`src/sv/sliding_median_deviation_sum_core_macros.svh`:
```
`ifndef SLIDING_MEDIAN_DEVIATION_SUM_CORE_MACROS_SVH
`define SLIDING_MEDIAN_DEVIATION_SUM_CORE_MACROS_SVH

// Check that holds at every edge outside reset.
`define SMD_ASSERT(lbl, cond) \
  lbl: assert property (@(posedge clk_i) disable iff (!rst_ni) (cond)) \
    else $error("smd assertion failed");

// Check that a condition at one edge implies another at the next edge.
`define SMD_ASSERT_NEXT(lbl, ante, cons) \
  lbl: assert property (@(posedge clk_i) disable iff (!rst_ni) (ante) |=> (cons)) \
    else $error("smd assertion failed");

`endif

```
`src/sv/smd_pkg.sv`:
```
package smd_pkg;

  localparam int SMD_MAX_WINDOW  = 64;
  localparam int SMD_SAMPLE_BITS = 16;

  // Configuration register file
  localparam int SMD_LEN_BITS  = 7;
  localparam int SMD_ADDR_BITS = 3;
  localparam int SMD_DATA_BITS = 32;
  localparam logic [SMD_LEN_BITS-1:0] SMD_LEN_RESET = 7'd8;

  typedef enum logic {
    SMD_REG_WINDOW_LEN = 1'b0
  } smd_reg_e;

  // Control that travels with a sample from the ring stage to the sort stage
  typedef struct packed {
    logic vld;   // stage holds a sample
    logic rm;    // window is full: drop the oldest sample
    logic emit;  // window is full after this sample: a result follows
  } smd_step_t;

endpackage

```
`src/sv/smd_cost.sv`:
```
module smd_cost
  import smd_pkg::*;
#(
  parameter int MaxWindow  = SMD_MAX_WINDOW,
  parameter int SampleBits = SMD_SAMPLE_BITS,
  localparam int SW = SampleBits + $clog2(MaxWindow) + 1,
  localparam int CW = SampleBits + $clog2(MaxWindow)
) (
  input  logic                         clk_i,
  input  logic                         rst_ni,
  input  logic                         adv_i,
  input  logic                         odd_i,
  input  logic                         res_vld_i,
  input  logic signed [SampleBits-1:0] med_i,
  input  logic signed [SW-1:0]         lsum_i,
  input  logic signed [SW-1:0]         ssum_i,
  output logic                         cost_valid_o,
  output logic [CW-1:0]                cost_o
);

  logic signed [SW-1:0] mede, dev;
  logic                 vld_q;
  logic [CW-1:0]        cost_q;

  assign mede = SW'(med_i);
  // upper minus lower, plus the median when the length is odd, where upper is the total less the lower half
  assign dev  = ssum_i - lsum_i - lsum_i + (odd_i ? mede : SW'(0));

  always_ff @(posedge clk_i or negedge rst_ni) begin
    if (!rst_ni) begin
      vld_q <= 1'b0;
    end else if (adv_i) begin
      vld_q <= res_vld_i;
    end
  end

  always_ff @(posedge clk_i) begin
    if (adv_i && res_vld_i) begin
      cost_q <= dev[CW-1:0];
    end
  end

  assign cost_valid_o = vld_q;
  assign cost_o       = cost_q;

endmodule

```
`config.mk`:
```
export PLATFORM = sky130hd
export DESIGN_NAME = smd_cost
export DESIGN_NICKNAME = d
export VERILOG_FILES = /design/src/sv/sliding_median_deviation_sum_core_macros.svh /design/src/sv/smd_pkg.sv /design/src/sv/smd_cost.sv
export SDC_FILE = /design/constraint.sdc
export NUM_CORES = 1
export LEC_CHECK = 0
export ABC_AREA = 1
export BUFFER_PORTS_ARGS = -buffer_cell sky130_fd_sc_hd__buf_2
export CAP_MARGIN = 20
export CORE_ASPECT_RATIO = 1.75
export CORE_MARGIN = 2
export CORE_UTILIZATION = 48
export CTS_CLUSTER_SIZE = 40
export DETAILED_ROUTE_END_ITERATION = 16
export PLACE_DENSITY_LB_ADDON = 0.15
export SLEW_MARGIN = 20
export SYNTH_ARGS = -nofsm -noshare
export SYNTH_HDL_FRONTEND = slang
export SYNTH_SLANG_ARGS = --single-unit
```
`constraint.sdc`:
```
create_clock -name clk_i -period 0.8 [get_ports clk_i]
set_input_delay 0.04 -clock clk_i [delete_from_list [all_inputs] [get_ports clk_i]]
set_output_delay 0.04 -clock clk_i [all_outputs]
set_load 0.01 [all_outputs]
```
Yosys cells after proc, flatten, opt, wreduce, memory -nomap -nowiden
Index checks and enable logic that the tools add are counted.
{"block": "word_totals", "n_memories": 0, "output_inout_bits": 23, "rom_bits": 0, "ff_bits": 23, "ram_bits": 0, "latch_bits": 0, "wordCells": 7}
{"block": "op_classes", "n_reduce_logical": 1, "magnitude_cmp": 0, "shifts": 0, "div": 0, "n_eq_ne": 0, "n_bitwise": 0, "addsub": 3, "multipliers": 0, "mux": 1}
{"op": "subtractor 22 bit", "n": 2}
{"op": "adder 22 bit", "n": 1}
{"op": "2-to-1 mux 22 bit", "n": 1}
{"op": "logical AND 1 bit", "n": 1}

Logic depth before layout (Yosys ltp)
{"block": "logic_depth", "word_depth": 3, "depth_mapped": 16, "mapped_depth_nobuf": 15}

Worst setup path after synthesis
OpenSTA, ideal clock, no wires.
{"block": "synth_timing", "path_type": "in2reg", "from": "in odd_i", "to": "reg cost_q[18], in the netlist cost_o[18], data pin", "cell_stages": 14, "t_required_ns": 0.548, "arrival_time_ns": 2.056, "slack_ns": -1.508, "setup_time_ns": 0.252, "path_cell_list": "buf_4 > clkbuf_1 > nand2_1 > fa_1 > inv_1 > ha_1 > nand2_2 > inv_1 > a21oi_1 > nand3_2 > nand2_1 > nand2_1 > nand2_1 > nand2_1"}
{"block": "synth_between", "elab_chain_cells": 2}
{"element": "from (decl)", "line_no": "smd_cost.sv:12", "rtl": "input logic odd_i,"}
{"element": "2-to-1 mux 22 bit", "line_no": "smd_cost.sv:27", "rtl": "assign dev = ssum_i - lsum_i - lsum_i + (odd_i ? mede : SW'(0));"}
{"element": "adder 22 bit", "line_no": "smd_cost.sv:27"}
{"element": "via dev[18]", "line_no": "smd_cost.sv:21", "rtl": "logic signed [SW-1:0] mede, dev;"}
{"element": "to (signal assigned)", "line_no": "smd_cost.sv:39", "rtl": "cost_q <= dev[CW-1:0];"}
{"element": "to (decl)", "line_no": "smd_cost.sv:23", "rtl": "logic [CW-1:0] cost_q;"}
The timed path passes the listed nets, and every way through them passes these cells.
A chain may end at the register's enable or synchronous reset.

Worst setup path in the final report
{"block": "layout_timing", "from": "in odd_i", "to": "reg cost_q[14], in the netlist cost_o[14], data pin"}
Same word-level chain as after synthesis.

==> results by group <==
Floorplan
  • Row cnt: 37
  • Initial Util: 50.0%
  • Die extent in y: 108 um
  • Core Box Area: 5930 um^2
  • Io pins: 90
  • DIE WIDTH: 63.4 um
  • Die area: 6850 um^2

Min path
  • Worst min path class: primary input to register
  • Hold path depth: 3
  • Hold_sp: res_vld_i
  • Hold Crit Endpoint: cost_valid_o

Worst setup path
  • WP data arrival: 1.95 ns
  • Worst Path Buf+Inv: 4
  • Worst-path cell chain: buf_12 > nand2_4 > inv_2 > fa_1 > ha_4 > inv_2 > fa_2 > inv_2 > nand3_2 > nand3_4 > nand2_2 > nand2_2 > nand3_2 > nand3_2 > nand2_1
  • Reg2reg start: cost_valid_o
  • Crit start category: primary input
  • Worst path slowest cell: fa_1
  • CP endpoint kind: register
  • Flop-to-flop setup slack: 0.06 ns
  • FF-to-FF End: cost_valid_o
  • Max stage delay on crit path: 0.52 ns
  • Critical path class: primary input to register
  • Crit path max fanout: 4
  • Top delay family on crit path: adder cells
  • Crit. path cell count: 15
  • R2R cell count: 3
  • CP required: 0.85 ns

Finish
  • Layout cells sized above 1: 48.8%
  • Post-layout util: 77.3%
  • Synthesis-to-finish area growth: 54.4%
  • Final Non-Filler Cells: 640
  • Layout Nets: 673
  • Ant. Diodes: 0

Detailed routing
  • Via count: 3,038
  • Routed length per instance: 12.4 um
  • Pre-antenna DRT Iters: 4
  • DRC: 0
  • Routed WL: 7.92 mm
  • DR iter-0 viols: 75
  • Via/cell ratio: 4.75
  • Antenna viol nets, final: 0

Logic synthesis
  • Top-area cell type share of the netlist area: 22.3%
  • Leading area contributor after synthesis: edfxtp_1
  • Register area share after synthesis: 23.1%
  • Syn avg cell area: 6.98 um^2
  • Synth area leaders: edfxtp_1, nand2_1, inv_1, fa_1, ha_1
  • Primary FF master, synth: edfxtp_1
  • Most common cell in the synthesized netlist: nand2_1
  • EDFF count, synth: 22
  • Mapped Cells: 425
  • Yosys warnings: 0
  • Synth cell count leaders: nand2_1, inv_1, edfxtp_1, ha_1, fa_1
  • Async S/R FF share, synth: 4.35%
  • Synthesized cell area: 2970 um^2
  • Synth cell types: 28
  • Syn Nets: 535
  • Synthesis-stage register bit count: 23

Timing
  • Final hold violations: 0
  • WHS: 0.0279 ns
  • Clock Skew: 0 ns
  • RSZ-0062 raised after global routing: true
  • Slew Viols, Final: 0
  • Fin crit period: 1.90 ns
  • Relative slew slack: 82.4%
  • Final WS setup: -1.10 ns
  • Tcrit/Tclk final: 237%
  • Worst-margin pin slew: 0.263 ns
  • Final setup vio count: 45
  • Achievable Freq: 527 MHz

GRT
  • Global-route wire length before repair: 13.0 mm
  • Overflow after GRT: 0
  • Initial antenna violation count: 0
  • Largest net degree at the start of global routing: 23
  • Vias in the first global route: 3,187
  • Gr usage total: 24.5%

Place
  • Final HPWL DP: 6.34 mm
  • PortBufs: 86
  • RePlAce Congestion: 0.856
  • Post-placement cell count: 626

Clocking
  • Clk pin slew, worst setup/hold paths: 0.09 ns
  • Latest clock arrival within the worst-skew pair: 0.29 ns
  • Clock Tree Buf Depth: 2
  • Root buffer cell: clkbuf_8
  • H-tree depth: 1
  • TritonCTS buffer count: 3
  • Clk sinks: 23
  • CTS tree: yes

Pwr
  • Leak: 2.50 nW
  • Peak supply drop: 0.798 mV
  • PD cells: 1650 nW/um^2

Run status
  • Outcome: finished, violations left
  • Violated checks: negative setup slack

Run
  • Max Cap Viol: 0
-- state kept, by name, summed over array words and instances, names as in the netlist --
register,cells
cost_o,22
cost_valid_o,1
-- worst register-to-register path: stages (launching register included) --
cell and delay, ns:
dfrtp_1 0.39, buf_4 0.13, inv_1 0.04, o21ai_0 0.07
-- cell usage in the layout, fill, tap and decap left out, drive strengths merged, types with 2 or more instances in the layout --
cell type,synthesis,layout
nand2,149,149
buf,1,133
inv,123,122
nor2,24,24
nand3,24,24
edfxtp,22,22
ha,22,22
fa,21,21
a21oi,13,13
xor2,10,10
nand4,3,3
clkbuf,1,3
nor3,3,3
and2,2,2
o21bai,2,2
dlygate4sd3,0,2
-- where the power goes --
group	internal, mW	switching, mW
clock network	0.351	0.454
logic	2.33	2.72
registers	1.64	0.0471
-- metrics by stage --
step	area [um^2]	setup slack, ns	TNS [ns]	power [mW]
after global placement	4080	-1.52	-28.47	5.87
final	4580	-1.10	-21.22	7.55
after floorplan	3260	-1.22	-22.97	4.47
after CTS	4400	-1.14	-22.18	7.18
after global routing	4580	-1.15	-23.20	8.10
after detailed placement	4080	-1.51	-29.31	5.98
-- area by class of cell --
cell class	instances	area, um^2
repair buffers	135	871
multi-input cells	277	2410
inverters	123	468
clock buffers	3	41.3
well taps	78	97.6
fillers	453	1350
flip-flops and latches	23	686
clock inverters	1	5.00
-- how the worst max path moves through the flow --
| stage | start | endpoint | slack (ns) |
|---|---|---|---|
| global placement | odd_i | cost_o[20] | -1.52 |
| detailed placement | odd_i | cost_o[20] | -1.51 |
| floorplan | odd_i | cost_o[14] | -1.22 |
| global route | odd_i | cost_o[14] | -1.15 |
| CTS | odd_i | cost_o[16] | -1.14 |
| finish | odd_i | cost_o[14] | -1.10 |
-- layer usage --
layer | part of all wire, % | global-route usage, %
met2 | 59 | 52.8
met5 | 0 | 0
met4 | 5.0 | 15.4
met3 | 3.3 | 1.25
met1 | 32 | 20.3
-- repair_timing --
| action | 4_1_cts | 5_1_grt |
|---|---|---|
| gates resized for setup | 48 | 47 |
| setup endpoints to repair | 45 | 45 |
| buffers inserted | 4 | 4 |
| hold buffers | 2 | 0 |
| pin swaps | 15 | 14 |
| endpoints found under the hold margin | 2 | 0 |
-- cell families after synthesis --
logic type      share of synthesized area (%)
compound gates                           3.12
xor+xnor                                 3.25
fa+ha+maj                                23.5
buf+inv                                  15.9
flops                                    23.1
simple gates                             31.1
(Power assumes the default switching activity.)
