## src/sv/sliding_median_deviation_sum_core_macros.svh

```systemverilog
`ifndef SLIDING_MEDIAN_DEVIATION_SUM_CORE_MACROS_SVH
`define SLIDING_MEDIAN_DEVIATION_SUM_CORE_MACROS_SVH

// Check that holds at every edge outside reset.
`define SMD_ASSERT(lbl, cond) \
  lbl: assert property (@(posedge clk_i) disable iff (!rst_ni) (cond)) \
    else $error("smd assertion failed");

// Check that a condition at one edge implies another at the next edge.
`define SMD_ASSERT_NEXT(lbl, ante, cons) \
  lbl: assert property (@(posedge clk_i) disable iff (!rst_ni) (ante) |=> (cons)) \
    else $error("smd assertion failed");

`endif

```

## src/sv/smd_pkg.sv

```systemverilog
package smd_pkg;

  localparam int SMD_MAX_WINDOW  = 64;
  localparam int SMD_SAMPLE_BITS = 16;

  // Configuration register file
  localparam int SMD_LEN_BITS  = 7;
  localparam int SMD_ADDR_BITS = 3;
  localparam int SMD_DATA_BITS = 32;
  localparam logic [SMD_LEN_BITS-1:0] SMD_LEN_RESET = 7'd8;

  typedef enum logic {
    SMD_REG_WINDOW_LEN = 1'b0
  } smd_reg_e;

  // Control that travels with a sample from the ring stage to the sort stage
  typedef struct packed {
    logic vld;   // stage holds a sample
    logic rm;    // window is full: drop the oldest sample
    logic emit;  // window is full after this sample: a result follows
  } smd_step_t;

endpackage

```

## src/sv/smd_ring.sv

```systemverilog
module smd_ring
  import smd_pkg::*;
#(
  parameter int MaxWindow  = SMD_MAX_WINDOW,
  parameter int SampleBits = SMD_SAMPLE_BITS,
  localparam int LW = $clog2(MaxWindow + 1),
  localparam int IW = $clog2(MaxWindow)
) (
  input  logic                         clk_i,
  input  logic                         rst_ni,
  input  logic                         adv_i,
  input  logic                         clr_i,
  input  logic [LW-1:0]                len_i,
  input  logic                         sample_valid_i,
  input  logic signed [SampleBits-1:0] sample_i,
  output smd_step_t                    step_o,
  output logic signed [SampleBits-1:0] x_o,
  output logic signed [SampleBits-1:0] r_o
);

  logic signed [SampleBits-1:0] ring_mem [MaxWindow];
  logic signed [SampleBits-1:0] x_q, r_q;
  logic [IW-1:0] wp_q, wp_d;
  logic [LW-1:0] fill_q, fill_d;
  smd_step_t     step_q, step_d;
  logic          acc;
  logic          full;

  assign acc  = sample_valid_i && adv_i;
  assign full = (fill_q >= len_i);

  always_comb begin
    wp_d   = wp_q;
    fill_d = fill_q;
    step_d = step_q;
    if (adv_i) begin
      step_d.vld  = acc;
      step_d.rm   = full;
      step_d.emit = full || ((fill_q + LW'(1)) == len_i);
    end
    if (acc) begin
      // wrap the ring at the current window length
      if ((LW'(wp_q) + LW'(1)) == len_i) begin
        wp_d = '0;
      end else begin
        wp_d = wp_q + IW'(1);
      end
      if (!full) begin
        fill_d = fill_q + LW'(1);
      end
    end
  end

  always_ff @(posedge clk_i or negedge rst_ni) begin
    if (!rst_ni) begin
      wp_q   <= '0;
      fill_q <= '0;
      step_q <= '0;
    end else if (clr_i) begin
      wp_q   <= '0;
      fill_q <= '0;
      step_q <= '0;
    end else begin
      wp_q   <= wp_d;
      fill_q <= fill_d;
      step_q <= step_d;
    end
  end

  // read the oldest sample before the slot is overwritten
  always_ff @(posedge clk_i) begin
    if (acc) begin
      r_q           <= ring_mem[wp_q];
      ring_mem[wp_q] <= sample_i;
      x_q           <= sample_i;
    end
  end

  assign step_o = step_q;
  assign x_o    = x_q;
  assign r_o    = r_q;

endmodule

```

## config.mk

```make
export PLATFORM = sky130hd
export DESIGN_NAME = smd_ring
export DESIGN_NICKNAME = d
export VERILOG_FILES = /design/src/sv/sliding_median_deviation_sum_core_macros.svh /design/src/sv/smd_pkg.sv /design/src/sv/smd_ring.sv
export SDC_FILE = /design/constraint.sdc
export NUM_CORES = 1
export LEC_CHECK = 0
export BUFFER_PORTS_ARGS = -buffer_cell sky130_fd_sc_hd__buf_2
export CAP_MARGIN = 20
export CORE_ASPECT_RATIO = 1.1
export CORE_MARGIN = 2
export CORE_UTILIZATION = 50
export DETAILED_ROUTE_END_ITERATION = 6
export PLACE_DENSITY = 0.66
export RECOVER_POWER = 100
export SETUP_SLACK_MARGIN = 0.2
export SKIP_LAST_GASP = 1
export SLEW_MARGIN = 20
export SYNTH_ARGS = -nofsm -noshare
export SYNTH_HDL_FRONTEND = slang
export SYNTH_SLANG_ARGS = --single-unit
```

## constraint.sdc

```tcl
create_clock -name clk_i -period 7.5 [get_ports clk_i]
set_input_delay 2.25 -clock clk_i [delete_from_list [all_inputs] [get_ports clk_i]]
set_output_delay 2.25 -clock clk_i [all_outputs]
set_load 0.1 [all_outputs]
```

======== Yosys cells after proc, flatten, opt, wreduce, memory -nomap -nowiden ========
Memories as Yosys holds them, arrays and structs flattened. A register that Yosys moved wholly into a read port is not among the register bits.
Index checks and enable logic that the tools add are counted.
cells by class
  add/subtract/negate cells ............... 3
  $lt $le $gt $ge ......................... 1
  equal/unequal tests ..................... 3
  multiplexer cells ....................... 10
  reduce and logical (&&, ||, !) cells .... 5
operators by type and width
  cell                                          number
  2-to-1 mux 7 bit                              3
  2-to-1 mux 6 bit                              3
  equality test 7 bit                           2
  adder 6 x 1 -> 7 bit, second input constant   1
  adder 7 x 1 -> 7 bit, second input constant   1
  greater-or-equal comparator 7 bit             1
  adder 6 x 1 -> 6 bit, second input constant   1
  2-to-1 mux 3 bit                              2
  nonzero test 2 bit                            2
  2-to-1 mux 1 bit                              2
  inequality test 2 bit, second input constant  1
  AND reduction 2 bit                           1
  logical AND 1 bit                             1
  logical OR 1 bit                              1
word-level totals
  register bits after elaboration ......... 32
  memory bits (writable) .................. 1024
  input bits .............................. 28
  output and inout port bits .............. 35
  word-level logic and storage cells ...... 29
  memories kept ........................... 1
memory list
  memory    words  bits a word  rd ports  clocked after Yosys merged registers in  wr ports  line            source
  ring_mem  64     16           1         1                                        1         smd_ring.sv:21  logic signed [SampleBits-1:0] ring_mem [MaxWindow];

======== Longest topological paths before layout ========
  depth after elaboration ................. 5
  depth in mapped cells ................... 11
  depth with buffers taken out ............ 8

======== Worst setup path after synthesis ========
Ideal clock, no wire load.
  path kind ............................... input to register
  start point ............................. input adv_i
  end point ............................... memory ring_mem[0][0] in the netlist's numbering (enable)
  library setup time ...................... 0.389 ns
  arrival ................................. 4.766 ns
  data required time ...................... 7.111 ns
  setup slack ............................. 2.346 ns
  stages on the path ...................... 5
  buffers on the path ..................... 1
  path through ............................ nand2_1 -> inv_1 -> buf_1 -> nand2_1 -> nor2_1
between the ends
  longest elaborated chain between the ends .. 3
ends and longest elaborated chain
  item                                    line            source
  start: declaration                      smd_ring.sv:11  input logic adv_i,
  logical AND 1 bit                       smd_ring.sv:29  assign acc = sample_valid_i && adv_i;
  via acc                                 smd_ring.sv:26  logic acc;
  2-to-1 mux 1 bit                        smd_ring.sv:72  if (acc) begin
  2-to-1 mux 1 bit (not written as such)  smd_ring.sv:74  ring_mem[wp_q] <= sample_i;
  end: declaration                        smd_ring.sv:21
The timed path passes the listed nets, and every way through them passes these cells.

======== Final worst setup path ========
  start point ............................. register wp_q[2]
  end point ............................... memory ring_mem[46][4] in the netlist's numbering (enable)
RTL lines
  item                      line            source
  start: declaration        smd_ring.sv:23  logic [IW-1:0] wp_q, wp_d;
  start signal: assignment  smd_ring.sv:64  wp_q <= wp_d;
No word-level cell before the write port.

==> metrics.txt <==
run status=finished with violations; violations in the final reports=capacitance limit, slew limit; initial antenna violation count=2; total grt overflow=0; Data arrival, critical path=6.06 ns; gpl congestion=0.906; cell taking the most area after synthesis=edfxtp_1; worst clock skew on the final layout=0.0359 ns; Synthesized Nets=2292; met1 usage=37.1%; total standard cell area after synthesis=41700 µm²; Longest Clk Path Bufs=3; CP Capture Type=flip-flop; leakage power figure=0.0144 µW; layer with the highest usage=met2; most common library cell in the layout ignoring fill and taps=edfxtp_1; share of layout cells above drive strength 1=16.7%; Achievable Freq=0.173 GHz; Clk pwr share=41.4%; aggregate global-route resource usage=27.2%; number of post-CTS setup repair buffers=0; number of flops mapped to enable cells by yosys=1056; signed area change from the synthesized netlist to the final layout=11.7%; final count of negative-setup-slack endpoints=0; TritonCTS clock tree=built; ant diodes=0; iteration count of the initial detailed-routing pass=6; Chip Height=307 µm; top area cells in the synthesized netlist=edfxtp_1 (76%), mux4_2 (5.0%), mux2_2 (2.4%); start point of the worst min-delay path=step_o[2]; depth of the most critical reg-to-reg path=7; largest voltage drop on the vdd net=0.162 mV; RR Endpoint=ring_mem[46][4]; I/O pin total=63; Post-synth ARST share=1.49%; type of the tightest min-delay check=reg2reg; post-route ant nets=0; Warnings, synthesis=0; Placed Instance Area=43700 µm²; Gate Count Post-Synth=2255; total negative setup slack=0 ns; Max Fanout on Critical Path=41; unrepaired setup endpoints after global routing=false; Port Buffers=62; count of final max-slew check failures=1152; hold buffer count at cts=0; post-route cell area=46600 µm²; total of max-cap violations=20; Worst Path Required=7.77 ns; H-Tree Level Count=3; Detailed Place HPWL=66700 µm; floorplan core area=83100 µm²; classification of the worst setup path=reg2reg; Comb power frac=4.9%; Synth Flop Type=edfxtp_1; category of the worst setup path launch point=flip-flop; area of the die=85800 µm²; Clk pin slew, worst setup/hold paths=0.06 ns; initial standard-cell utilization of the core=50.3%; number of nets in the final layout=2434; Worst Tran Pin Value=3.73 ns; later-pin clock latency in the skew report=0.69 ns; internal power summed over all cells=9720 µW; wire length of the first global-routing pass=166000 µm; average size of a mapped cell=18.5 µm²; Worst Hold End=step_o[2]; number of clock sinks=1072; DR vias/cell=6.63; startpoint of the lowest-slack register-to-register path=wp_q[2]; Routed wire per std cell=32.9 µm; Initial DRC Count=3361; fraction of the cycle the final worst path needs=77.1%; share of total power in sequential cells=53.7%; slack of the worst reg-to-reg path=1.71 ns; pin count of the biggest net entering global routing=108; time the final worst path needs with I/O delays and setup=5.79 ns; final wirelength=117000 µm; standard-cell row count=111; highest-count cells in the layout ignoring fill and taps=edfxtp_1 (1056), clkbuf_1 (131), nor2_1 (111), clkbuf_16 (103), mux2i_1 (99); Horiz. Die Dim=280 µm; Switch Pwr=2640 µW; power density relative to cell area=265 nW/µm²; buffer cell driving the clock tree root=clkbuf_16; hold slack final=0.547 ns; library cells used by synthesis=62; via count=23500; vias in the first global route=22700; share of total power consumed by net switching=21.4%; met3 usage=5.27%; Filler cells=6239; flops & latches, synth=1072; global-route met2 utilization=42.6%; post-cts repair resize count=0; worst slew margin relative to its limit=-148%; CTS Buf Count=100; cell depth of the worst min-delay path=2; number of hold violations in the final report=0; DRC violations left=0; share of Yosys cell area claimed by the top area cell type=76.0%; sequential element share of the synthesized area=76.9%
-- routing by layer --
metal,wire length [µm],up-vias
met5,7,-
li1,-,9565
met3,11700,269
met4,5800,2
met2,55000,1495
met1,44300,12200
-- flip-flops by register name, summed over array words and instances, names as in the netlist --
name      cells
x_o          16
wp_q          6
ring_mem   1024
r_o          16
fill_q        7
step_o        3
-- per-stage QoR --
step           worst slack [ns]  cells  util (%)  total power [µW]
6_report                   1.71   3551      56.1             12400
5_1_grt                    1.64   3551      56.1             12700
4_1_cts                    3.40   3551      56.5             12400
3_5_place_dp               3.02   3368      52.6              7360
3_3_place_gp               3.07   3368      52.6              7350
2_1_floorplan              2.35   2255         -              7080
-- worst max-delay path by stage --
stage | startpoint | end | slack [ns] | cells past startpoint
2_1_floorplan | adv_i | ring_mem[0][0] | 2.35 | 5
3_3_place_gp | adv_i | ring_mem[0][14] | 3.07 | 6
3_5_place_dp | adv_i | ring_mem[0][7] | 3.02 | 6
4_1_cts | wp_q[2] | r_o[9] | 3.40 | 8
5_1_grt | wp_q[2] | ring_mem[54][6] | 1.64 | 7
6_report | wp_q[2] | ring_mem[46][4] | 1.71 | 7
-- synth_stat cells (39+ instances only) --
cell type	n
a221oi_1	73
edfxtp_1	1056
o22ai_1	39
clkbuf_1	41
o21ai_0	61
buf_2	56
a22oi_1	69
nand2_1	56
mux2i_1	99
mux4_2	93
mux2_2	89
a21oi_1	79
nor2_1	114
-- logic make-up after synthesis --
| group | after synthesis | share of synthesized area, % |
|---|---|---|
| flip-flops | 1072 | 76.9 |
| AND/OR/NAND/NOR | 270 | 2.99 |
| adder cells (fa/ha/maj) | 9 | 0.270 |
| XOR/XNOR | 21 | 0.441 |
| buffers and inverters | 158 | 1.95 |
| AO/OA/AOI/OAI | 441 | 7.55 |
| multiplexers | 284 | 9.89 |
-- power groups by stage --
stage	combinational (µW)	sequential [µW]	clock, µW
5_1_grt	633	6640	5400
3_3_place_gp	601	6750	0
6_report	611	6640	5120
4_1_cts	612	6620	5160
3_5_place_dp	610	6750	0
2_1_floorplan	260	6820	0
-- critical path, stage by stage, from the launching register on --
cell        delay (ns)
dfrtp_4           0.75
clkinvlp_2        1.31
buf_12            0.62
nor3_1            0.60
buf_4             0.38
nand2_1           0.42
nor2_1            0.20
clkbuf_1          0.96
-- final cells by class --
cell class | count | area, µm² | share of cell area [%]
clock inverter | 61 | 613 | 1.32
sequential | 1072 | 32100 | 68.9
multi-input combinational | 1025 | 8860 | 19.0
tap | 1073 | 1340 | 2.88
timing repair buffer | 183 | 937 | 2.01
clock buffer | 122 | 2680 | 5.75
inverter | 15 | 58.8 | 0.126
No activity file was read; power rests on OpenSTA's default activity.
